## src/design/assert_macros.svh

```systemverilog
// assertion macros for the costmap inflation block
// used by the controller; ASSERT_OFF removes every check
`ifndef ASSERT_MACROS_SVH
`define ASSERT_MACROS_SVH
`ifndef ASSERT_OFF
// property must hold at every rising clock edge out of reset
`define ASSERT_PROP(label, clk, rst, prop) \
   label: assert property (@(posedge clk) disable iff (rst) (prop)) \
      else $error("assertion failed");
// expression must never be true out of reset
`define ASSERT_NEVER(label, clk, rst, expr) \
   label: assert property (@(posedge clk) disable iff (rst) !(expr)) \
      else $error("forbidden condition seen");
`else
`define ASSERT_PROP(label, clk, rst, prop)
`define ASSERT_NEVER(label, clk, rst, expr)
`endif
`endif

```

## src/design/lsci_pkg.sv

```systemverilog
// shared constants, sine table and controller/datapath interface types
// no dependencies
package lsci_pkg;

   localparam int GRID_XW  = 8;
   localparam int GRID_YW  = 8;
   localparam int GRID_AW  = GRID_XW + GRID_YW;
   localparam int GRID_DEPTH = 1 << GRID_AW;
   localparam int COST_W   = 7;
   localparam logic [COST_W-1:0] COST_MAX = 7'd100;
   localparam int MAX_INFL = 16;
   localparam int N_W      = $clog2(MAX_INFL + 1);
   localparam int D_W      = N_W + 1;
   localparam int DIV_W    = 25;
   localparam int DIV_CW   = $clog2(DIV_W + 1);
   localparam int CSR_IW   = 3;

   // register indexes
   localparam logic [CSR_IW-1:0] REG_RANGE_LO = 3'd0;
   localparam logic [CSR_IW-1:0] REG_RANGE_HI = 3'd1;
   localparam logic [CSR_IW-1:0] REG_ASTEP    = 3'd2;
   localparam logic [CSR_IW-1:0] REG_ORG_X    = 3'd3;
   localparam logic [CSR_IW-1:0] REG_ORG_Y    = 3'd4;
   localparam logic [CSR_IW-1:0] REG_CELL     = 3'd5;
   localparam logic [CSR_IW-1:0] REG_RADIUS   = 3'd6;

   // opcodes
   localparam logic [1:0] OP_BEGIN = 2'd0;
   localparam logic [1:0] OP_RANGE = 2'd1;
   localparam logic [1:0] OP_READ  = 2'd2;
   localparam logic [1:0] OP_NONE  = 2'd3;

   // quarter-wave sine, q14
   localparam logic [14:0] QSINE [0:64] = '{
      15'd0, 15'd402, 15'd804, 15'd1205, 15'd1606, 15'd2006, 15'd2404, 15'd2801,
      15'd3196, 15'd3590, 15'd3981, 15'd4370, 15'd4756, 15'd5139, 15'd5520,
      15'd5897, 15'd6270, 15'd6639, 15'd7005, 15'd7366, 15'd7723, 15'd8076,
      15'd8423, 15'd8765, 15'd9102, 15'd9434, 15'd9760, 15'd10080, 15'd10394,
      15'd10702, 15'd11003, 15'd11297, 15'd11585, 15'd11866, 15'd12140,
      15'd12406, 15'd12665, 15'd12916, 15'd13160, 15'd13395, 15'd13623,
      15'd13842, 15'd14053, 15'd14256, 15'd14449, 15'd14635, 15'd14811,
      15'd14978, 15'd15137, 15'd15286, 15'd15426, 15'd15557, 15'd15679,
      15'd15791, 15'd15893, 15'd15986, 15'd16069, 15'd16143, 15'd16207,
      15'd16261, 15'd16305, 15'd16340, 15'd16364, 15'd16379, 15'd16384
   };

   typedef struct packed {
      logic ld_req;
      logic ang_load;
      logic ang_step;
      logic sel;
      logic trig;
      logic prod;
      logic num_start;
      logic nd_start;
      logic div_step;
      logic g_save;
      logic n_save;
      logic cell_eval;
      logic sc_mul;
      logic need_init;
      logic bs_mul;
      logic bs_cmp;
      logic clr_wr;
      logic rd_cell;
      logic rmw_rd;
      logic rmw_wr;
      logic win_next;
      logic post;
      logic post_mark;
   } cmd_type;

   typedef struct packed {
      logic clr_last;
      logic in_range;
      logic div_done;
      logic grid_ok;
      logic cell_in;
      logic scs_gt;
      logic bs_more;
      logic win_last;
   } sts_type;

endpackage

```

## src/design/lsci_ctrl.sv

```systemverilog
// controller: sequences clearing, projection, inflation walk and reads
// depends on lsci_pkg and assert_macros.svh
`include "assert_macros.svh"
module lsci_ctrl import lsci_pkg::*; (
   input  logic       clock,
   input  logic       reset,
   input  logic       req_valid,
   output logic       req_ready,
   input  logic [1:0] req_opcode,
   output logic       rsp_valid,
   input  logic       rsp_ready,
   output cmd_type    cmd,
   input  sts_type    sts
);

   localparam logic [4:0] S_CLR  = 5'd0,  S_IDLE = 5'd1,  S_RD0  = 5'd2,
                          S_RD1  = 5'd3,  S_DONE = 5'd4,  S_RNG  = 5'd5,
                          S_TRIG = 5'd6,  S_PROD = 5'd7,  S_NUM  = 5'd8,
                          S_DIV  = 5'd9,  S_NDIV = 5'd10, S_NSAV = 5'd11,
                          S_CELL = 5'd12, S_SC   = 5'd13, S_CHK  = 5'd14,
                          S_BS0  = 5'd15, S_BS1  = 5'd16, S_RMW0 = 5'd17,
                          S_RMW1 = 5'd18, S_NEXT = 5'd19;

   logic [4:0] state_ff, state_in;
   logic       sel_ff, sel_in, mark_ff, mark_in, post_ff, post_in;
   logic       rsp_valid_ff, rsp_valid_in, slot_free;

   assign slot_free = !rsp_valid_ff || rsp_ready;
   assign req_ready = (state_ff == S_IDLE);
   assign rsp_valid = rsp_valid_ff;

   // next state and commands
   always_comb begin
      state_in = state_ff;
      sel_in   = sel_ff;
      mark_in  = mark_ff;
      post_in  = post_ff;
      cmd      = '0;
      cmd.sel  = sel_ff;
      cmd.post_mark = mark_ff;
      unique case (state_ff)
         S_CLR: begin
            cmd.clr_wr = 1'b1;
            if (sts.clr_last) begin
               state_in = post_ff ? S_DONE : S_IDLE;
               post_in  = 1'b0;
            end
         end
         S_IDLE: begin
            if (req_valid) begin
               cmd.ld_req = 1'b1;
               mark_in    = 1'b0;
               sel_in     = 1'b0;
               unique case (req_opcode)
                  OP_BEGIN: begin
                     cmd.ang_load = 1'b1;
                     post_in      = 1'b1;
                     state_in     = S_CLR;
                  end
                  OP_RANGE: state_in = S_RNG;
                  OP_READ:  state_in = S_RD0;
                  OP_NONE:  state_in = S_DONE;
                  default:  state_in = S_DONE;
               endcase
            end
         end
         S_RD0: begin
            cmd.rd_cell = 1'b1;
            state_in    = S_RD1;
         end
         S_RD1: state_in = S_DONE;
         S_RNG: begin
            cmd.ang_step = 1'b1;
            state_in = sts.in_range ? S_TRIG : S_DONE;
         end
         S_TRIG: begin
            cmd.trig = 1'b1;
            state_in = S_PROD;
         end
         S_PROD: begin
            cmd.prod = 1'b1;
            state_in = S_NUM;
         end
         S_NUM: begin
            cmd.num_start = 1'b1;
            state_in      = S_DIV;
         end
         S_DIV: begin
            if (!sts.div_done) begin
               cmd.div_step = 1'b1;
            end else begin
               cmd.g_save = 1'b1;
               sel_in     = 1'b1;
               state_in   = sel_ff ? S_NDIV : S_TRIG;
            end
         end
         S_NDIV: begin
            if (sts.grid_ok) begin
               cmd.nd_start = 1'b1;
               mark_in      = 1'b1;
               state_in     = S_NSAV;
            end else begin
               state_in = S_DONE;
            end
         end
         S_NSAV: begin
            if (!sts.div_done) begin
               cmd.div_step = 1'b1;
            end else begin
               cmd.n_save = 1'b1;
               state_in   = S_CELL;
            end
         end
         S_CELL: begin
            cmd.cell_eval = 1'b1;
            state_in = sts.cell_in ? S_SC : S_NEXT;
         end
         S_SC: begin
            cmd.sc_mul = 1'b1;
            state_in   = S_CHK;
         end
         S_CHK: begin
            if (sts.scs_gt) begin
               state_in = S_NEXT;
            end else begin
               cmd.need_init = 1'b1;
               state_in      = S_BS0;
            end
         end
         S_BS0: begin
            if (sts.bs_more) begin
               cmd.bs_mul = 1'b1;
               state_in   = S_BS1;
            end else begin
               state_in = S_RMW0;
            end
         end
         S_BS1: begin
            cmd.bs_cmp = 1'b1;
            state_in   = S_BS0;
         end
         S_RMW0: begin
            cmd.rmw_rd = 1'b1;
            state_in   = S_RMW1;
         end
         S_RMW1: begin
            cmd.rmw_wr = 1'b1;
            state_in   = S_NEXT;
         end
         S_NEXT: begin
            if (sts.win_last) begin
               state_in = S_DONE;
            end else begin
               cmd.win_next = 1'b1;
               state_in     = S_CELL;
            end
         end
         S_DONE: begin
            if (slot_free) begin
               cmd.post = 1'b1;
               state_in = S_IDLE;
            end
         end
         default: state_in = S_IDLE;
      endcase
   end

   // result valid flag
   always_comb begin
      rsp_valid_in = rsp_valid_ff;
      if (cmd.post) begin
         rsp_valid_in = 1'b1;
      end else if (rsp_ready) begin
         rsp_valid_in = 1'b0;
      end
   end

   always_ff @(posedge clock) begin
      if (reset) begin
         state_ff     <= S_CLR;
         sel_ff       <= 1'b0;
         mark_ff      <= 1'b0;
         post_ff      <= 1'b0;
         rsp_valid_ff <= 1'b0;
      end else begin
         state_ff     <= state_in;
         sel_ff       <= sel_in;
         mark_ff      <= mark_in;
         post_ff      <= post_in;
         rsp_valid_ff <= rsp_valid_in;
      end
   end

   // checks
   `ASSERT_PROP(a_post_free, clock, reset, cmd.post |-> slot_free)
   `ASSERT_PROP(a_rsp_from_post, clock, reset, $rose(rsp_valid_ff) |-> $past(cmd.post))
   `ASSERT_PROP(a_one_port_use, clock, reset,
                $onehot0({cmd.clr_wr, cmd.rd_cell, cmd.rmw_rd, cmd.rmw_wr}))
   `ASSERT_NEVER(a_step_after_done, clock, reset, cmd.div_step && sts.div_done)

endmodule

```

## config.mk

```make
export PLATFORM = sky130hd
export DESIGN_NAME = lsci_ctrl
export DESIGN_NICKNAME = d
export VERILOG_FILES = /design/src/design/lsci_pkg.sv /design/src/design/lsci_ctrl.sv
export VERILOG_INCLUDE_DIRS = /design/src /design/src/design
export SDC_FILE = /design/constraint.sdc
export NUM_CORES = 1
export LEC_CHECK = 0
export ABC_CLOCK_PERIOD_IN_PS = 2200
export BUFFER_PORTS_ARGS = -buffer_cell sky130_fd_sc_hd__buf_4
export CORE_MARGIN = 4
export CORE_UTILIZATION = 47
export CTS_CLUSTER_SIZE = 12
export DETAILED_ROUTE_END_ITERATION = 10
export PLACE_DENSITY = 0.78
export SLEW_MARGIN = 20
export SYNTH_ARGS = -nofsm -noshare
export SYNTH_HDL_FRONTEND = slang
export SYNTH_SLANG_ARGS = --single-unit
```

## constraint.sdc

```tcl
create_clock -name clock -period 2.2 [get_ports clock]
set_input_delay 0.22 -clock clock [delete_from_list [all_inputs] [get_ports clock]]
set_output_delay 0.22 -clock clock [all_outputs]
set_load 0.02 [all_outputs]
```

; ---- Word level (Yosys, flattened, before mapping)
; Cells that the tools add are included.
[word_totals]
output_inout_bits = 25
word_cells = 102
in_bits = 14
ff_bits = 9
[op_classes]
n_reduce_logical = 13
muxes = 55
eq_ne = 29
[ops]
columns = op, count
row1 = $pmux 5 s20, 1
row2 = $eq 5x4->1 const B, 8
row3 = $mux 1, 36
row4 = $mux 5, 7
row5 = $eq 5x3->1 const B, 4
row6 = $eq 5x5->1 const B, 4
row7 = $pmux 5 s4, 1
row8 = $mux 4, 3
row9 = $ne 2x2->1 const B, 6
row10 = $eq 5x2->1 const B, 2
row11 = $reduce_bool 2->1, 4
row12 = $mux 2, 3
row13 = $pmux 1 s2, 3
row14 = $reduce_and 3->1, 2
row15 = $eq 5x1->1 const B, 1
row16 = $logic_not 5->1, 1
row17 = $reduce_and 5->1, 1
row18 = $eq 2x2->1 const B, 2
row19 = $reduce_and 4->1, 1
row20 = $mux 3, 1
row21 = $eq 2x1->1 const B, 1
row22 = $logic_not 2->1, 1
row23 = $ne 2x1->1 const B, 1
row24 = $reduce_or 2->1, 1
row25 = 2 further kinds, 2

; ---- Longest topological paths before layout
[logic_depth]
depth_word = 5
mapped_depth = 7
depth_no_buf = 6

; ---- Worst setup path after synthesis
; OpenSTA, ideal clock, no wires.
[synth_timing]
path_kind = register to output
from = reg state_ff[1]
to = out cmd[21] (netlist bit)
stages_incl_launch_ff = 8
slack_ns = 0.332
n_path_buf = 1
arrival_time_ns = 1.648
t_required_ns = 1.980
cell_sequence = dfxtp_1 -> or2_1 -> clkbuf_1 -> nor3_2 -> nand2_1 -> inv_1 -> nand3_1 -> inv_1
[synth_lines]
columns = element, line
row1 = start: declaration, lsci_ctrl.sv:24  ; logic [4:0] state_ff, state_in;
row2 = start signal: assignment, lsci_ctrl.sv:186  ; state_ff <= state_in;
row3 = end: declaration, lsci_ctrl.sv:12  ; output cmd_type cmd,

==> reports/qor.csv <==
stage,metric,value,unit
min_path,min_from,reset,
drt,drt_first_iter_violations,35,
floorplanning,core_area,1820,um2
clock_network,clockRootBuffer,clkbuf_4,
global_route,grt.total_usage,0.218,
setup_path,cp.arrival,1.79,ns
power_and_ir_drop,finalPower,0.000557,W
power_and_ir_drop,ir_drop,553,uV
finish,fillCellCount,186,
finish,multi_input_area,636,um2
synthesis,ys.flop_type,dfxtp_1,
synthesis,yosysSeqAreaShare,0.190,
synthesis,synth_nets,156,
synthesis,synth_top_cell_by_area,dfxtp_1,
timing,slew_viol_final,0,
drt,drcViolationCount,0,
timing,tns,0,ns
synthesis,yosys.cell_count.top_type,nor2_1,
timing,clock-skew-final,0.00789,ns
status,status,completed,
global_route,overflow,0,
floorplanning,num_rows,15,
setup_path,path_common_cell,buf_4,
finish,seqCellArea,180,um2
finish,num_antenna_cells,0,
setup_path,crit_family,simple AND/OR/NAND/NOR gates,
global_route,grt_max_degree,21,
global_route,grt_pass1_vias,1043,
finish,finish.utilization,0.674,
timing,period_share,0.911,
setup_path,critPathRequiredTime,1.98,ns
timing,fin_ws,0.195,ns
timing,slew_headroom,0.724,
finish,drive_above_1_share,0.283,
timing,hold_viol,0,
floorplanning,dieArea,2790,um2
setup_path,critPathMaxStageDelay,0.40,ns
synthesis,yosys-top-cells-area,"dfxtp_1 19%, nor2_1 6.0%, a21oi_1 5.8%",
drt,wire_per_inst,14.5,um
timing,worst_pin_slew,0.409,ns
min_path,hp-class,input pin to flop,
floorplanning,io_pins,39,
synthesis,syn-cell-area,946,um2
setup_path,path_class,flop to output pin,
drt,vias_per_cell,5.85,
clock_network,cts.sinks,9,
clock_network,postCtsHoldBufs,0,
clock_network,clk_pin_slew,0.07,ns
synthesis,synthArstFlopShare,0,
synthesis,synth_warnings,0,
power_and_ir_drop,p_per_area,454,nW/um2
run,cap_violations,0,
setup_path,path_buf_inv,2,
placed_design,portBuffers,38,
setup_path,cp-start-kind,flop,
timing,finalSetupViolCount,0,
placed_design,gp_congestion,0.922,
clock_network,cts_max_level,1,
synthesis,avgSynthCellArea,6.66,um2
drt,drt-total-wl,2.87,mm
clock_network,cts_buffers,3,
placed_design,place_hpwl,2.28,mm
timing,max_freq,499,MHz
setup_path,rr_startpoint,state_ff[3]$_SDFFE_PP0P_,
drt,antenna_left,0,
global_route,grt_pass1_wl,4.61,mm
timing,timing.final.crit_period,2.01,ns
drt,vias,1159,
global_route,antenna_found_initial,0,
setup_path,path_cells,buf_4 > nor2_1 > nand3_1 > nor3b_1 > buf_4,
synthesis,ys_ff_latch,9,
setup_path,cp_max_fo,12,
floorplanning,chipHeight,52.9,um
drt,drtPass1Iterations,4,
floorplanning,die_x,52.9,um
placed_design,pre_cts_slack,0.510,ns
synthesis,synth_common_cells,"15 x nor2_1, 11 x a21oi_1, 10 x nand2_1, 10 x nor3_1, 9 x dfxtp_1",
clock_network,cts_setup_buffers,0,
setup_path,cp-startpoint,state_ff[2]$_SDFFE_PP0P_,
clock_network,cts_tree,yes,
setup_path,crit_path_end_kind,output pin,
timing,rsz0062_at_grt,no,
timing,fin_hold_ws,0.189,ns
power_and_ir_drop,power_leakage,0.539,nW
finish,final_nets,188,
synthesis,yosysTopAreaCellShare,0.190,
synthesis,synthCells,142,
finish,area_growth,29.6,%
floorplanning,start_util,0.520,
clock_network,clock_path_buffers,2,
clock_network,worstSkewPairLatency,0.26,ns
clock_network,cts-resized-gates,0,
synthesis,ys_types,37,
setup_path,cp_slowest_cell,dfxtp_1,
synthesis,synth_edf_count,0,
==> cell families after synthesis <==
logic type      Yosys count  synth area share
buf+inv                  24             0.138
compound gates           30             0.194
mux                       1            0.0106
flops                     9             0.190
simple gates             78             0.467
==> layout by cell type, fill, tap and decap left out, types with 2 or more instances in the layout <==
cell type  count
a21oi_1       11
a31oi_1        2
and3_1         3
buf_4         43
clkbuf_4       3
dfxtp_1        9
inv_1          8
nand2_1       10
nand2b_1       6
nand3_1        4
nor2_1        15
nor2b_1        7
nor3_1        10
nor3b_1        6
nor4_1         3
nor4b_1        3
o211ai_1       2
o21ai_0        6
o22ai_1        2
o32ai_1        3
or3_1          3
==> area by class of cell <==
cell class | instances | area share
Timing Repair Buffer | 43 | 0.263
Multi-Input combinational cell | 109 | 0.518
Sequential cell | 9 | 0.147
Clock buffer | 4 | 0.0214
Inverter | 8 | 0.0245
Tap cell | 25 | 0.0255
==> metrics by stage <==
stage,instance area [um2],instances
floorplan,946,142
global placement,1200,194
detailed placement,1200,194
CTS,1230,198
global route,1230,198
finish,1230,198
==> routing by layer <==
layer | part of all wire | GRT usage | vias to the layer above | routed length, um
met5 | 0 | 0 | - | 0
met4 | 0.016 | 0.0766 | 0 | 47
met3 | 0.094 | 0.0592 | 8 | 271
met2 | 0.48 | 0.366 | 63 | 1380
met1 | 0.41 | 0.264 | 519 | 1170
li1 | - | - | 569 | -
==> path summary, 6_finish.rpt <==
| kind | to | slack [ns] | cells past startpoint |
|---|---|---|---|
| hold / removal | post_ff$_SDFFE_PP0P_ | 0.19 | 2 |
| hold reg to reg | post_ff$_SDFFE_PP0P_ | 0.50 | 2 |
| setup / recovery | cmd[13] | 0.19 | 5 |
| setup reg to reg | state_ff[0]$_SDFFE_PP0P_ | 0.45 | 5 |
==> report_power, final <==
group,total [W],leakage [nW],switching (W),internal (W)
sequential,0.000190,0.0729,0.0000184,0.000172
combinational,0.000238,0.451,0.000141,0.0000970
clock,0.000129,0.0150,0.0000594,0.0000699
==> state kept, by name (all words and copies together), names as in the netlist <==
name,cells
state_ff,5
sel_ff,1
rsp_valid,1
mark_ff,1
post_ff,1
(Power assumes the default switching activity.)
